### config.mk
export PLATFORM = sky130hd
export DESIGN_NAME = rational_alu_with_reduction_unit
export DESIGN_NICKNAME = d
export VERILOG_FILES = /design/src/hdl/ratalu_pkg.sv /design/src/hdl/ratalu_mul.sv /design/src/hdl/ratalu_div.sv /design/src/hdl/rational_alu_with_reduction_unit.sv
export SDC_FILE = /design/constraint.sdc
export NUM_CORES = 2
export LEC_CHECK = 0
export ABC_AREA = 1
export BUFFER_PORTS_ARGS = -buffer_cell sky130_fd_sc_hd__buf_2
export CORE_MARGIN = 1
export CORE_UTILIZATION = 23
export DETAILED_ROUTE_END_ITERATION = 7
export GPL_TIMING_DRIVEN = 1
export SYNTH_ARGS = -nofsm -noshare
export SYNTH_HDL_FRONTEND = slang
export SYNTH_SLANG_ARGS = --single-unit
### constraint.sdc
create_clock -name clk -period 6.8 [get_ports clk]
set_clock_uncertainty 0.05 [all_clocks]
set_input_delay 1.02 -clock clk [delete_from_list [all_inputs] [get_ports clk]]
set_output_delay 1.02 -clock clk [all_outputs]
set_load 0.01 [all_outputs]
### src/hdl/ratalu_pkg.sv
`timescale 1ns / 1ps
// Shared types, codes and helper functions for the rational ALU.
// No dependencies; every other file in hdl/ imports this package.
package ratalu_pkg;

  localparam int OPERAND_WIDTH_DEF = 16;
  localparam int RES_W             = 33;
  localparam int SHIFT_W           = 5;
  localparam int DEC_SHIFT_W       = 4;
  localparam int STATUS_W          = 3;
  localparam int DIGIT_W           = 4;

  typedef enum logic [1:0] {
    CMD_ADD = 2'd0,
    CMD_SUB = 2'd1,
    CMD_MUL = 2'd2,
    CMD_DIV = 2'd3
  } cmd_t;

  typedef enum logic [STATUS_W-1:0] {
    ST_FRAC  = 3'd0,
    ST_ZERO  = 3'd1,
    ST_INT   = 3'd2,
    ST_DEC   = 3'd3,
    ST_UNDEF = 3'd4
  } status_t;

  // Trial divisors, in the order the strip pass visits them
  typedef enum logic [2:0] {
    P_2  = 3'd0,
    P_3  = 3'd1,
    P_5  = 3'd2,
    P_7  = 3'd3,
    P_10 = 3'd4,
    P_11 = 3'd5,
    P_13 = 3'd6
  } prime_t;

  typedef enum logic [3:0] {
    S_IDLE,
    S_MUL_A,
    S_MUL_B,
    S_MUL_C,
    S_COMB,
    S_CHECK,
    S_TRIAL,
    S_WAIT,
    S_TEN,
    S_TEN_WAIT,
    S_CLASS,
    S_OUT
  } state_t;

  typedef struct packed {
    logic   start;
    prime_t sel;
  } div_ctl_t;

  typedef struct packed {
    logic done;
    logic n_div;
    logic d_div;
  } div_sts_t;

  function automatic logic [DIGIT_W-1:0] prime_val(input prime_t p);
    logic [DIGIT_W-1:0] v;
    case (p)
      P_2:     v = 4'd2;
      P_3:     v = 4'd3;
      P_5:     v = 4'd5;
      P_7:     v = 4'd7;
      P_10:    v = 4'd10;
      P_11:    v = 4'd11;
      P_13:    v = 4'd13;
      default: v = 4'd2;
    endcase
    return v;
  endfunction

  function automatic prime_t next_prime(input prime_t p);
    prime_t n;
    case (p)
      P_2:     n = P_3;
      P_3:     n = P_5;
      P_5:     n = P_7;
      P_7:     n = P_10;
      P_10:    n = P_11;
      P_11:    n = P_13;
      default: n = P_13;
    endcase
    return n;
  endfunction

  // One radix-16 long-division step: {rem, digit} / p, with rem < p.
  // Returns {quotient digit, new remainder}.
  function automatic logic [2*DIGIT_W-1:0] div_step(input logic [DIGIT_W-1:0] rem,
                                                    input logic [DIGIT_W-1:0] digit,
                                                    input logic [DIGIT_W-1:0] p);
    logic [2*DIGIT_W-1:0] x;
    logic [2*DIGIT_W-1:0] sub;
    logic [DIGIT_W-1:0]   q;
    x = {rem, digit};
    q = '0;
    for (int k = DIGIT_W - 1; k >= 0; k--) begin
      sub = {{DIGIT_W{1'b0}}, p} << k;
      if (x >= sub) begin
        x    = x - sub;
        q[k] = 1'b1;
      end
    end
    return {q, x[DIGIT_W-1:0]};
  endfunction

endpackage

### src/hdl/ratalu_mul.sv
`timescale 1ns / 1ps
// Shared magnitude multiplier with a registered product.
// Depends on ratalu_pkg for the default operand width.
module ratalu_mul #(
  parameter int OPERAND_WIDTH = ratalu_pkg::OPERAND_WIDTH_DEF
) (
  input  logic                       clk,
  input  logic [OPERAND_WIDTH-1:0]   x,
  input  logic [OPERAND_WIDTH-1:0]   y,
  output logic [2*OPERAND_WIDTH-1:0] prod
);
  import ratalu_pkg::*;

  always_ff @(posedge clk) begin
    prod <= {{OPERAND_WIDTH{1'b0}}, x} * {{OPERAND_WIDTH{1'b0}}, y};
  end

endmodule

### src/hdl/ratalu_div.sv
`timescale 1ns / 1ps
// Digit-serial divider by a small constant, two lanes (numerator, denominator).
// Depends on ratalu_pkg for the divisor codes, the step function and the structs.
module ratalu_div #(
  parameter int OPERAND_WIDTH = ratalu_pkg::OPERAND_WIDTH_DEF
) (
  input  logic                          clk,
  input  logic                          rst,
  input  ratalu_pkg::div_ctl_t          ctl,
  input  logic [2*OPERAND_WIDTH-1:0]    n_in,
  input  logic [2*OPERAND_WIDTH-1:0]    d_in,
  output ratalu_pkg::div_sts_t          sts,
  output logic [2*OPERAND_WIDTH-1:0]    n_quo,
  output logic [2*OPERAND_WIDTH-1:0]    d_quo
);
  import ratalu_pkg::*;

  localparam int MAG_W = 2 * OPERAND_WIDTH;
  localparam int NDIG  = (MAG_W + DIGIT_W - 1) / DIGIT_W;
  localparam int DIG_W = NDIG * DIGIT_W;
  localparam int CNT_W = (NDIG > 2) ? $clog2(NDIG) : 1;

  logic [DIG_W-1:0]     nq;
  logic [DIG_W-1:0]     dq;
  logic [DIGIT_W-1:0]   rn;
  logic [DIGIT_W-1:0]   rd;
  logic [DIGIT_W-1:0]   p_reg;
  logic [CNT_W-1:0]     cnt;
  logic                 busy;
  logic                 done;
  logic [2*DIGIT_W-1:0] n_step;
  logic [2*DIGIT_W-1:0] d_step;

  assign n_step = div_step(rn, nq[DIG_W-1 -: DIGIT_W], p_reg);
  assign d_step = div_step(rd, dq[DIG_W-1 -: DIGIT_W], p_reg);

  always_ff @(posedge clk) begin
    if (rst) begin
      busy <= 1'b0;
      done <= 1'b0;
      cnt  <= '0;
    end else begin
      done <= 1'b0;
      if (ctl.start) begin
        busy <= 1'b1;
        cnt  <= CNT_W'(NDIG - 1);
      end else if (busy) begin
        if (cnt == '0) begin
          busy <= 1'b0;
          done <= 1'b1;
        end else begin
          cnt <= cnt - 1'b1;
        end
      end
    end
  end

  // Quotient digits shift in from the bottom as dividend digits leave the top
  always_ff @(posedge clk) begin
    if (ctl.start) begin
      nq    <= DIG_W'(n_in);
      dq    <= DIG_W'(d_in);
      rn    <= '0;
      rd    <= '0;
      p_reg <= prime_val(ctl.sel);
    end else if (busy) begin
      nq <= {nq[DIG_W-DIGIT_W-1:0], n_step[2*DIGIT_W-1:DIGIT_W]};
      dq <= {dq[DIG_W-DIGIT_W-1:0], d_step[2*DIGIT_W-1:DIGIT_W]};
      rn <= n_step[DIGIT_W-1:0];
      rd <= d_step[DIGIT_W-1:0];
    end
  end

  assign sts.done  = done;
  assign sts.n_div = (rn == '0);
  assign sts.d_div = (rd == '0);
  assign n_quo     = nq[MAG_W-1:0];
  assign d_quo     = dq[MAG_W-1:0];

  a_done_after_busy: assert property (@(posedge clk) disable iff (rst)
    done |-> $past(busy))
    else $error("divider done without a preceding step");

  a_no_restart: assert property (@(posedge clk) disable iff (rst)
    ctl.start |-> !busy)
    else $error("divider restarted while busy");

  a_rem_bound: assert property (@(posedge clk) disable iff (rst)
    (busy || done) |-> (rn < p_reg) && (rd < p_reg))
    else $error("divider remainder not below divisor");

endmodule

### src/hdl/rational_alu_with_reduction_unit.sv
`timescale 1ns / 1ps
// Rational ALU with partial reduction: top level, sequencer and datapath registers.
// Depends on ratalu_pkg, ratalu_mul and ratalu_div.
//
// Usage
//   Input channel (in_valid/in_ready) carries one beat: command and two signed
//   fractions a_num/a_den, b_num/b_den. Output channel (out_valid/out_ready)
//   returns one beat per input: res_num, res_den, dec_shift and status.
//   One item is in flight at a time; in_ready is high only while idle.
// Timing
//   Cross products come from one registered multiplier, one product a cycle,
//   in S_MUL_A, S_MUL_B, S_MUL_C and S_COMB before the zero-over-zero check in
//   S_CHECK. Every trial division then runs through the shared digit-serial
//   divider, one radix-16 digit of numerator and denominator a cycle, over
//   NDIG = ceil(2 * OPERAND_WIDTH / 4) digits (8 at the default width).
//   Trials = 4 when no 2, 3, 5 or 7 is shared (11 and 13 are then left alone),
//   else 7 + one per shared factor stripped; add one per ten tested unless the
//   denominator has reduced to zero.
//   A zero-over-zero item skips all trials.
//   The next input beat is taken in the cycle after the result beat, at the earliest.
// Reset and stalls
//   rst (synchronous) returns the sequencer to idle and drops any item.
//   A stalled result beat is held in its output register until out_ready.
module rational_alu_with_reduction_unit #(
  parameter int OPERAND_WIDTH = ratalu_pkg::OPERAND_WIDTH_DEF
) (
  input  logic                                clk,
  input  logic                                rst,
  input  logic                                in_valid,
  output logic                                in_ready,
  input  logic [1:0]                          command,
  input  logic signed [OPERAND_WIDTH-1:0]     a_num,
  input  logic signed [OPERAND_WIDTH-1:0]     a_den,
  input  logic signed [OPERAND_WIDTH-1:0]     b_num,
  input  logic signed [OPERAND_WIDTH-1:0]     b_den,
  output logic                                out_valid,
  input  logic                                out_ready,
  output logic signed [ratalu_pkg::RES_W-1:0] res_num,
  output logic signed [ratalu_pkg::RES_W-1:0] res_den,
  output logic [ratalu_pkg::DEC_SHIFT_W-1:0]  dec_shift,
  output logic [ratalu_pkg::STATUS_W-1:0]     status
);
  import ratalu_pkg::*;

  localparam int W     = OPERAND_WIDTH;
  localparam int MAG_W = 2 * OPERAND_WIDTH;
  localparam int EXT_W = MAG_W + RES_W;

  state_t state;
  state_t state_next;

  // operand magnitudes and signs
  cmd_t         cmd;
  logic [W-1:0] an_m, ad_m, bn_m, bd_m;
  logic         an_neg, ad_neg, bn_neg, bd_neg;

  // working fraction
  logic [MAG_W-1:0] num_mag, den_mag;
  logic             num_neg, den_neg;
  prime_t           prime;
  logic [SHIFT_W-1:0] shift;
  logic             pass_hit;

  // result registers
  logic [RES_W-1:0] res_num_r, res_den_r;
  status_t          res_status;

  // shared units
  logic [W-1:0]     mul_x, mul_y;
  logic [MAG_W-1:0] prod;
  div_ctl_t         div_ctl;
  div_sts_t         div_sts;
  logic [MAG_W-1:0] n_quo, d_quo;

  // combine step
  logic             t_neg;
  logic [MAG_W-1:0] sum_ab;
  logic [MAG_W:0]   diff_ab;
  logic [MAG_W-1:0] diff_ba;
  logic [MAG_W-1:0] comb_mag;
  logic             comb_neg;

  logic in_fire;
  logic both_zero;

  function automatic logic [W-1:0] mag_of(input logic [W-1:0] raw);
    return raw[W-1] ? (~raw + 1'b1) : raw;
  endfunction

  function automatic logic [RES_W-1:0] to_out(input logic neg, input logic [MAG_W-1:0] mag);
    logic [EXT_W-1:0] ext;
    ext = {{RES_W{1'b0}}, mag};
    if (neg) begin
      ext = ~ext + 1'b1;
    end
    return ext[RES_W-1:0];
  endfunction

  ratalu_mul #(.OPERAND_WIDTH(OPERAND_WIDTH)) u_mul (
    .clk  (clk),
    .x    (mul_x),
    .y    (mul_y),
    .prod (prod)
  );

  ratalu_div #(.OPERAND_WIDTH(OPERAND_WIDTH)) u_div (
    .clk   (clk),
    .rst   (rst),
    .ctl   (div_ctl),
    .n_in  (num_mag),
    .d_in  (den_mag),
    .sts   (div_sts),
    .n_quo (n_quo),
    .d_quo (d_quo)
  );

  assign in_fire   = in_valid && in_ready;
  assign both_zero = (num_mag == '0) && (den_mag == '0);

  // Signed add of the running numerator and the second cross product.
  // Subtract flips the sign of the second term.
  assign t_neg   = (prod != '0) && (ad_neg ^ bn_neg ^ (cmd == CMD_SUB));
  assign sum_ab  = num_mag + prod;
  assign diff_ab = {1'b0, num_mag} - {1'b0, prod};
  assign diff_ba = prod - num_mag;

  always_comb begin
    if (num_neg == t_neg) begin
      comb_mag = sum_ab;
      comb_neg = num_neg;
    end else if (!diff_ab[MAG_W]) begin
      comb_mag = diff_ab[MAG_W-1:0];
      comb_neg = num_neg;
    end else begin
      comb_mag = diff_ba;
      comb_neg = t_neg;
    end
    if (comb_mag == '0) begin
      comb_neg = 1'b0;
    end
  end

  always_ff @(posedge clk) begin
    if (rst) begin
      state <= S_IDLE;
    end else begin
      state <= state_next;
    end
  end

  // Next state
  always_comb begin
    state_next = state;
    case (state)
      S_IDLE: begin
        if (in_valid) begin
          state_next = S_MUL_A;
        end
      end
      S_MUL_A: state_next = S_MUL_B;
      S_MUL_B: state_next = S_MUL_C;
      S_MUL_C: state_next = S_COMB;
      S_COMB:  state_next = S_CHECK;
      S_CHECK: begin
        // zero over zero would never leave the strip loop: classify at once
        state_next = both_zero ? S_CLASS : S_TRIAL;
      end
      S_TRIAL: state_next = S_WAIT;
      S_WAIT: begin
        if (div_sts.done) begin
          if (div_sts.n_div && div_sts.d_div) begin
            state_next = S_TRIAL;
          end else if (prime == P_13 || (prime == P_7 && !pass_hit)) begin
            // with no shared 2, 3, 5 or 7 the rest of the pass (10, 11, 13) is skipped
            state_next = (den_mag == '0) ? S_CLASS : S_TEN;
          end else begin
            state_next = S_TRIAL;
          end
        end
      end
      S_TEN:   state_next = S_TEN_WAIT;
      S_TEN_WAIT: begin
        if (div_sts.done) begin
          state_next = div_sts.d_div ? S_TEN : S_CLASS;
        end
      end
      S_CLASS: state_next = S_OUT;
      S_OUT: begin
        if (out_ready) begin
          state_next = S_IDLE;
        end
      end
      default: state_next = S_IDLE;
    endcase
  end

  // Sequencer outputs: handshakes, multiplier operands, divider start
  always_comb begin
    in_ready      = 1'b0;
    out_valid     = 1'b0;
    mul_x         = ad_m;
    mul_y         = bn_m;
    div_ctl.start = 1'b0;
    div_ctl.sel   = prime;
    case (state)
      S_IDLE: in_ready = 1'b1;
      S_MUL_A: begin
        mul_x = an_m;
        mul_y = (cmd == CMD_MUL) ? bn_m : bd_m;
      end
      S_MUL_B: begin
        mul_x = ad_m;
        mul_y = (cmd == CMD_DIV) ? bn_m : bd_m;
      end
      S_TRIAL: div_ctl.start = 1'b1;
      S_TEN: begin
        div_ctl.start = 1'b1;
        div_ctl.sel   = P_10;
      end
      S_OUT: out_valid = 1'b1;
      default: begin
      end
    endcase
  end

  // Datapath registers. One strip pass suffices: dividing both terms by a
  // common factor never creates a new shared 2, 3, 5 or 7. The pass only
  // counts when it stripped one of those; otherwise 11 and 13 stay put.
  always_ff @(posedge clk) begin
    case (state)
      S_IDLE: begin
        if (in_fire) begin
          cmd    <= cmd_t'(command);
          an_m   <= mag_of(a_num);
          ad_m   <= mag_of(a_den);
          bn_m   <= mag_of(b_num);
          bd_m   <= mag_of(b_den);
          an_neg <= a_num[W-1];
          ad_neg <= a_den[W-1];
          bn_neg <= b_num[W-1];
          bd_neg <= b_den[W-1];
          shift  <= '0;
        end
      end
      S_MUL_B: begin
        num_mag <= prod;
        num_neg <= (prod != '0) && (an_neg ^ ((cmd == CMD_MUL) ? bn_neg : bd_neg));
      end
      S_MUL_C: begin
        den_mag <= prod;
        den_neg <= (prod != '0) && (ad_neg ^ ((cmd == CMD_DIV) ? bn_neg : bd_neg));
      end
      S_COMB: begin
        if (cmd == CMD_ADD || cmd == CMD_SUB) begin
          num_mag <= comb_mag;
          num_neg <= comb_neg;
        end
      end
      S_CHECK: begin
        prime    <= P_2;
        pass_hit <= 1'b0;
      end
      S_WAIT: begin
        if (div_sts.done) begin
          if (div_sts.n_div && div_sts.d_div) begin
            num_mag  <= n_quo;
            den_mag  <= d_quo;
            pass_hit <= 1'b1;
          end else begin
            prime <= next_prime(prime);
          end
        end
      end
      S_TEN_WAIT: begin
        if (div_sts.done && div_sts.d_div) begin
          den_mag <= d_quo;
          shift   <= shift + 1'b1;
        end
      end
      S_CLASS: begin
        res_num_r <= to_out(num_neg, num_mag);
        res_den_r <= to_out(den_neg, den_mag);
        if (den_mag == '0) begin
          res_status <= ST_UNDEF;
        end else if (shift != '0) begin
          res_status <= ST_DEC;
        end else if (num_mag == '0) begin
          res_status <= ST_ZERO;
        end else if (den_mag == MAG_W'(1) && !den_neg) begin
          res_status <= ST_INT;
        end else begin
          res_status <= ST_FRAC;
        end
      end
      default: begin
      end
    endcase
  end

  assign res_num   = res_num_r;
  assign res_den   = res_den_r;
  assign dec_shift = shift[DEC_SHIFT_W-1:0];
  assign status    = res_status;

  a_dec_has_shift: assert property (@(posedge clk) disable iff (rst)
    (out_valid && res_status == ST_DEC) |-> (shift != '0))
    else $error("decimal result without a stripped ten");

  a_shift_only_dec: assert property (@(posedge clk) disable iff (rst)
    (out_valid && res_status != ST_DEC) |-> (shift == '0))
    else $error("tens stripped on a non-decimal result");

  a_undef_den_zero: assert property (@(posedge clk) disable iff (rst)
    (out_valid && res_status == ST_UNDEF) |-> (res_den_r == '0))
    else $error("undefined result with nonzero denominator");

  a_done_in_wait: assert property (@(posedge clk) disable iff (rst)
    div_sts.done |-> (state == S_WAIT || state == S_TEN_WAIT))
    else $error("divider finished outside a wait state");

endmodule

Word-level counts from Yosys, hierarchy flattened
Index checks and enable logic that the tools add are counted.
W data, S select, Z words.
{ "word_totals": {"wordCells": 236, "output_inout_bits": 75, "ff_bits": 331} }
{ "classes": {"addsub": 19, "n_reduce_logical": 41, "mux": 82, "magnitude_cmp": 8, "multipliers": 1, "bitwise_logic": 11, "eq_ne": 39} }
{ "op_table": {"columns": ["cell", "count"], "rows": [
  ["$mux W32", 14],
  ["$pmux W32 S3", 2],
  ["$logic_not A32 Y1", 3],
  ["$add A33 B1 Y33 const B", 2],
  ["$not A32 Y33", 2],
  ["$add A16 B1 Y16 const B", 4],
  ["$not A16 Y16", 4],
  ["$mux W15", 4],
  ["$mux W16", 3],
  ["$mux W8", 6],
  ["$pmux W4 S12", 1],
  ["$mux W4", 9],
  ["$sub A32 B32 Y33", 1],
  ["$add A32 B32 Y32", 1],
  ["$eq A32 B1 Y1 const B", 1],
  ["$mul A16 B16 Y32", 1],
  ["$pmux W16 S2", 1],
  ["$reduce_bool A32 Y1", 1],
  ["$sub A32 B32 Y32", 1],
  ["$pmux W4 S6", 1],
  ["$mux W1", 23],
  ["$mux W3", 6],
  ["$eq A4 B3 Y1 const B", 4],
  ["$eq A4 B4 Y1 const B", 4],
  ["43 further kinds", 102]
]} }

Depth between registers and ports, before layout
{ "depth": {"ltp_word": 10, "depth_mapped": 39, "mapped_depth_nobuf": 39} }

Hierarchy
Synthesis repeated with hierarchy kept, for this count alone.
{ "unflattened": {"hier_cells": 5033, "area_unflattened_um2": 35487.8} }
{ "by_module_without_submodules": {"columns": ["mod", "instances", "cells_each", "seq_area_each_um2", "area_each_um2"], "rows": [
  ["rational_alu_with_reduction_unit", 1, 2923, 6506.2, 19810.2],
  ["ratalu_mul", 1, 1407, 640.6, 10107.2],
  ["ratalu_div", 1, 703, 2302.2, 5570.3]
]} }

Worst setup path after synthesis
Ideal clock, no wire load.
{ "synth_timing": {"kind": "flip-flop to flip-flop", "start": "register state[1]", "end": "register u_mul.prod[29]", "n_path_buf": 2, "setup_ps": 112, "setup_slack_ps": 173, "synth_period_minus_slack_ps": 6627, "arrival_time_ps": 6464, "path_stages_with_launch": 36, "path_cell_list": "dfxtp_1 -> inv_1 -> nor2_1 -> inv_1 -> nor2_1 -> nand2_1 -> nand2_1 -> clkbuf_1 -> o21ai_0 -> inv_1 -> buf_1 -> nor2_1 -> fa_1 -> inv_1 -> fa_1 -> inv_1 -> ha_1 -> ha_1 -> inv_1 -> fa_1 -> fa_1 -> inv_1 -> ha_1 -> a21o_1 -> a21oi_1 -> o21bai_1 -> a21oi_1 -> o21ai_0 -> a21boi_0 -> o21ai_0 -> nand2_1 -> nand3_1 -> nand2_1 -> nand2_1 -> nand2_1 -> nand2_1"} }
{ "synth_via": {"elab_chain_cells": 3} }
{ "synth_rtl": {"columns": ["element", "line", "source"], "rows": [
  ["start: declaration", "rational_alu_with_reduction_unit.sv:49", "state_t state;"],
  ["start signal: assignment", "rational_alu_with_reduction_unit.sv:147", "state <= state_next;"],
  ["$eq A4 B2 Y1 or $eq A4 B1 Y1 (tied branches)", "rational_alu_with_reduction_unit.sv:205", "case (state)"],
  ["$pmux W16 S2 or $mux W16 (tied branches)", "rational_alu_with_reduction_unit.sv:205", null],
  ["$mul A16 B16 Y32 *", "ratalu_mul.sv:15", "prod <= {{OPERAND_WIDTH{1'b0}}, x} * {{OPERAND_WIDTH{1'b0}}, y};"],
  ["end signal: assignment", "ratalu_mul.sv:15", null],
  ["end: declaration", "ratalu_mul.sv:10", "output logic [2*OPERAND_WIDTH-1:0] prod"]
]} }
Mark *: on every way between the ends. The rest lies on a longest branch, timed or not.
A chain may end at the register's enable or synchronous reset.

Final worst setup path
{ "layout_timing": {"start": "register state[1]", "end": "register u_mul.prod[28]"} }
Same word-level chain as after synthesis.

==> flow_summary.rst <==
.. list-table::
   :header-rows: 1

   * - Metric
     - Value
   * - Outcome
     - completed
   * - Final setup slack of the worst path
     - about 0.25 ns
   * - Hold depth
     - 1
   * - Total standard cell area after synthesis
     - roughly 33000 um^2
   * - Top-level I/O count
     - 145
   * - Sequential-to-total area share from yosys stat
     - 0.2870
   * - Worst flop-to-flop path endpoint
     - u_mul.prod[28]
   * - Cell type with the largest total area after synthesis
     - sky130_fd_sc_hd__edfxtp_1
   * - Setup crit start kind
     - flip-flop
   * - Die Wd
     - around 380 um
   * - Required time at the endpoint of the critical path
     - just over 7 ns
   * - Area of all placed cells without fillers
     - 38640 um^2
   * - Die ar.
     - 144700 um^2
   * - Clock Sinks
     - between 300 and 400
   * - Initial antenna violation count
     - 10
   * - Highest-utilization routing layer at the global route stage
     - met2
   * - Met1 demand-to-capacity share in global routing
     - 0.2206
   * - Detailed Route WL
     - around 120 mm
   * - TritonCTS clock tree
     - done
   * - Maximum number of buffers from clock root to sink
     - 3
   * - Starting density of the core
     - 0.2323
   * - Final core utilization
     - 0.2726
   * - Final hold slack
     - between 0.4 and 0.5 ns
   * - Remaining number of nets flagged by the antenna check after routing
     - 0
   * - Area share of the largest cell type after synthesis
     - 0.2572
   * - Hold path startpoint
     - u_div.cnt[0]
   * - Post-place instance area
     - 36610 um^2
   * - Total area of sequential cells
     - 9454 um^2
   * - Wire length of the first global-routing pass
     - about 180 mm
   * - CP Class
     - reg2reg
   * - Clock latency reported for the late side of the worst-skew pair
     - 0.58 ns
   * - Pre-CTS setup slack
     - -0.05371 ns
   * - Layout cell share with drive strength beyond 1
     - 0.1147
   * - Cell type of the slowest stage on the worst timing path
     - sky130_fd_sc_hd__fa_1
   * - Via density per instance
     - 4.575
   * - Number of flops mapped to enable cells by yosys
     - between 200 and 300
   * - Main area contributors after synthesis
     - sky130_fd_sc_hd__edfxtp_1 (26%), sky130_fd_sc_hd__nand2_1 (14%), sky130_fd_sc_hd__fa_1 (12%)
   * - Type of the tightest min-delay check
     - reg2reg
   * - Final Cycle Share
     - 0.9632
   * - Met2 usage
     - 0.2475
   * - R2r setup slk
     - roughly 0.25 ns
   * - Number of global-route vias before repair
     - 28374
   * - Top cell by count, worst path
     - sky130_fd_sc_hd__fa_1
   * - Row Count
     - 138
   * - Fraction of registers with async set/reset
     - 0
   * - Sort of element at the end of the critical path
     - flip-flop
   * - Critical path data arrival time
     - just under 7 ns
   * - Half-perimeter wire length after placement
     - 96.64 mm
   * - Commonest cells post-synth
     - sky130_fd_sc_hd__nand2_1 (1217), sky130_fd_sc_hd__inv_1 (753), sky130_fd_sc_hd__nor2_1 (424)
   * - Met3 Usage GRT
     - 0.02367
   * - Max Transition Viols Final
     - 0
   * - Worst Hold End
     - u_div.cnt[0]
   * - Post-Syn Nets
     - 4885
   * - Core outline area
     - 141800 um^2
   * - Pre-Repair DR Iteration Count
     - 6
   * - Layout area overhead
     - 17.36%
   * - Flip-flop cell with the highest count after synthesis
     - sky130_fd_sc_hd__edfxtp_1
   * - Mapped Cells
     - 4369
   * - Worst reg2reg path depth
     - 29
   * - Post-synth cell types
     - 52
   * - Count leader, synth
     - sky130_fd_sc_hd__nand2_1
   * - Least-Margin Pin Slew
     - 0.9906 ns
   * - H-tree levels
     - 2
   * - CTS clock-pin slew for the worst setup and hold paths
     - 0.07 ns
   * - Largest net degree at the start of global routing
     - 94
   * - Total overflow reported by the global router
     - 0
   * - RSZ-0062 raised after global routing
     - yes
   * - Cell chosen for the clock root
     - sky130_fd_sc_hd__clkbuf_16
   * - Fmax
     - approximately 0.15 GHz
   * - Synthesized area divided by synthesized cell count
     - between 7 and 8 um^2
   * - # DRC
     - 0
   * - Average wire per standard cell
     - 18.12 um
   * - Yosys reg bits
     - 331
   * - Worst relative slew slack
     - 0.3396
   * - # setup viols final
     - 0
   * - Routed vias
     - 29904
   * - CP max FO
     - 8
   * - Footprint of the multi-input gates
     - 20300 um^2
   * - Reg-to-Reg Start
     - state[1]
   * - Die H
     - 380.4 um
   * - Net count, final
     - 5132
   * - Yosys warnings
     - 0
   * - Number of violations of the max-capacitance limit
     - 0
   * - Crit path time final
     - between 6 and 7 ns
   * - Longest individual stage delay on the worst path
     - 0.56 ns
   * - Fill count
     - 15350
   * - Final hold violation count
     - 0
   * - Overall fraction of global-route tracks in use
     - 0.1577
   * - Num CTS Buffers
     - 37
   * - Port buffer count
     - ~140
   * - Final GP Congestion
     - 1.020
   * - Number of DRC violations after detailed-routing iteration 0
     - 3113
cell type report:
class | count | share of cell area
antenna | 2 | 0.0001295
clock buffer | 44 | 0.02655
clock inverter | 24 | 0.007868
inverter | 771 | 0.07496
multi-input combinational | 3151 | 0.5253
sequential | 331 | 0.2447
tap | 1890 | 0.06120
timing repair buffer | 324 | 0.05929
routing by layer:
metal,vias up,share of wire
li1,14280,-
met4,2,0.035
met2,1339,0.44
met5,-,0.00011
met1,14082,0.45
met3,201,0.076
metrics by stage:
step / TNS [ns] / instances
3_5_place_dp: -0.05371 / 6426
6_report: 0 / 6537
4_1_cts: 0 / 6494
5_1_grt: -0.1080 / 6535
3_3_place_gp: 0 / 6426
2_1_floorplan: 0 / 4369
kinds of logic (layout without fill, tap and decap cells):
kind of cell,Yosys count,in the layout,share of synthesized area
simple gates,1992,1992,0.2492
buf+inv,887,1163,0.1059
fa+ha+maj,446,446,0.2162
flops,331,331,0.2870
mux,2,2,0.0006840
xor+xnor,203,203,0.05400
other cells,0,2,0
compound gates,508,508,0.08702
repair_timing:
action	CTS	global route
pin swaps	0	15
endpoints found under the setup margin	2	28
cloned	0	6
buffers inserted	0	35
gates resized for setup	1	112
hold buffers	0	0
how the worst max path moves through the flow:
stage	start	to
finish	state[1]	u_mul.prod[28]
global route	state[1]	u_mul.prod[22]
CTS	cmd[0]	u_mul.prod[23]
detailed placement	cmd[0]	u_mul.prod[29]
global placement	cmd[0]	u_mul.prod[29]
floorplan	state[1]	u_mul.prod[29]
cell usage in the layout (no fill, tap or decap), drive strengths merged, types with 10 or more instances in the layout:
cell type  count
xnor2         47
clkbuf        47
fa           205
nand2       1240
edfxtp       282
o211ai        34
inv          773
a31oi         10
buf          320
nand3        175
o21ai        234
nor3          47
nor2         438
xor2         156
a21oi        168
o21bai        16
clkinv        12
ha           241
dfxtp         49
nand4         49
nor4          21
critical path: cells and delay by family (launching register included):
family / cells / cell delay, ns
compound gates: 3 / 0.50
xor+xnor: 1 / 0.16
simple gates: 11 / 1.32
fa+ha+maj: 7 / 3.31
buf+inv: 7 / 0.76
flops: 1 / 0.34
Power is not shown: default switching activity piles up to over one toggle a cycle in this logic, so the estimate is an artifact.
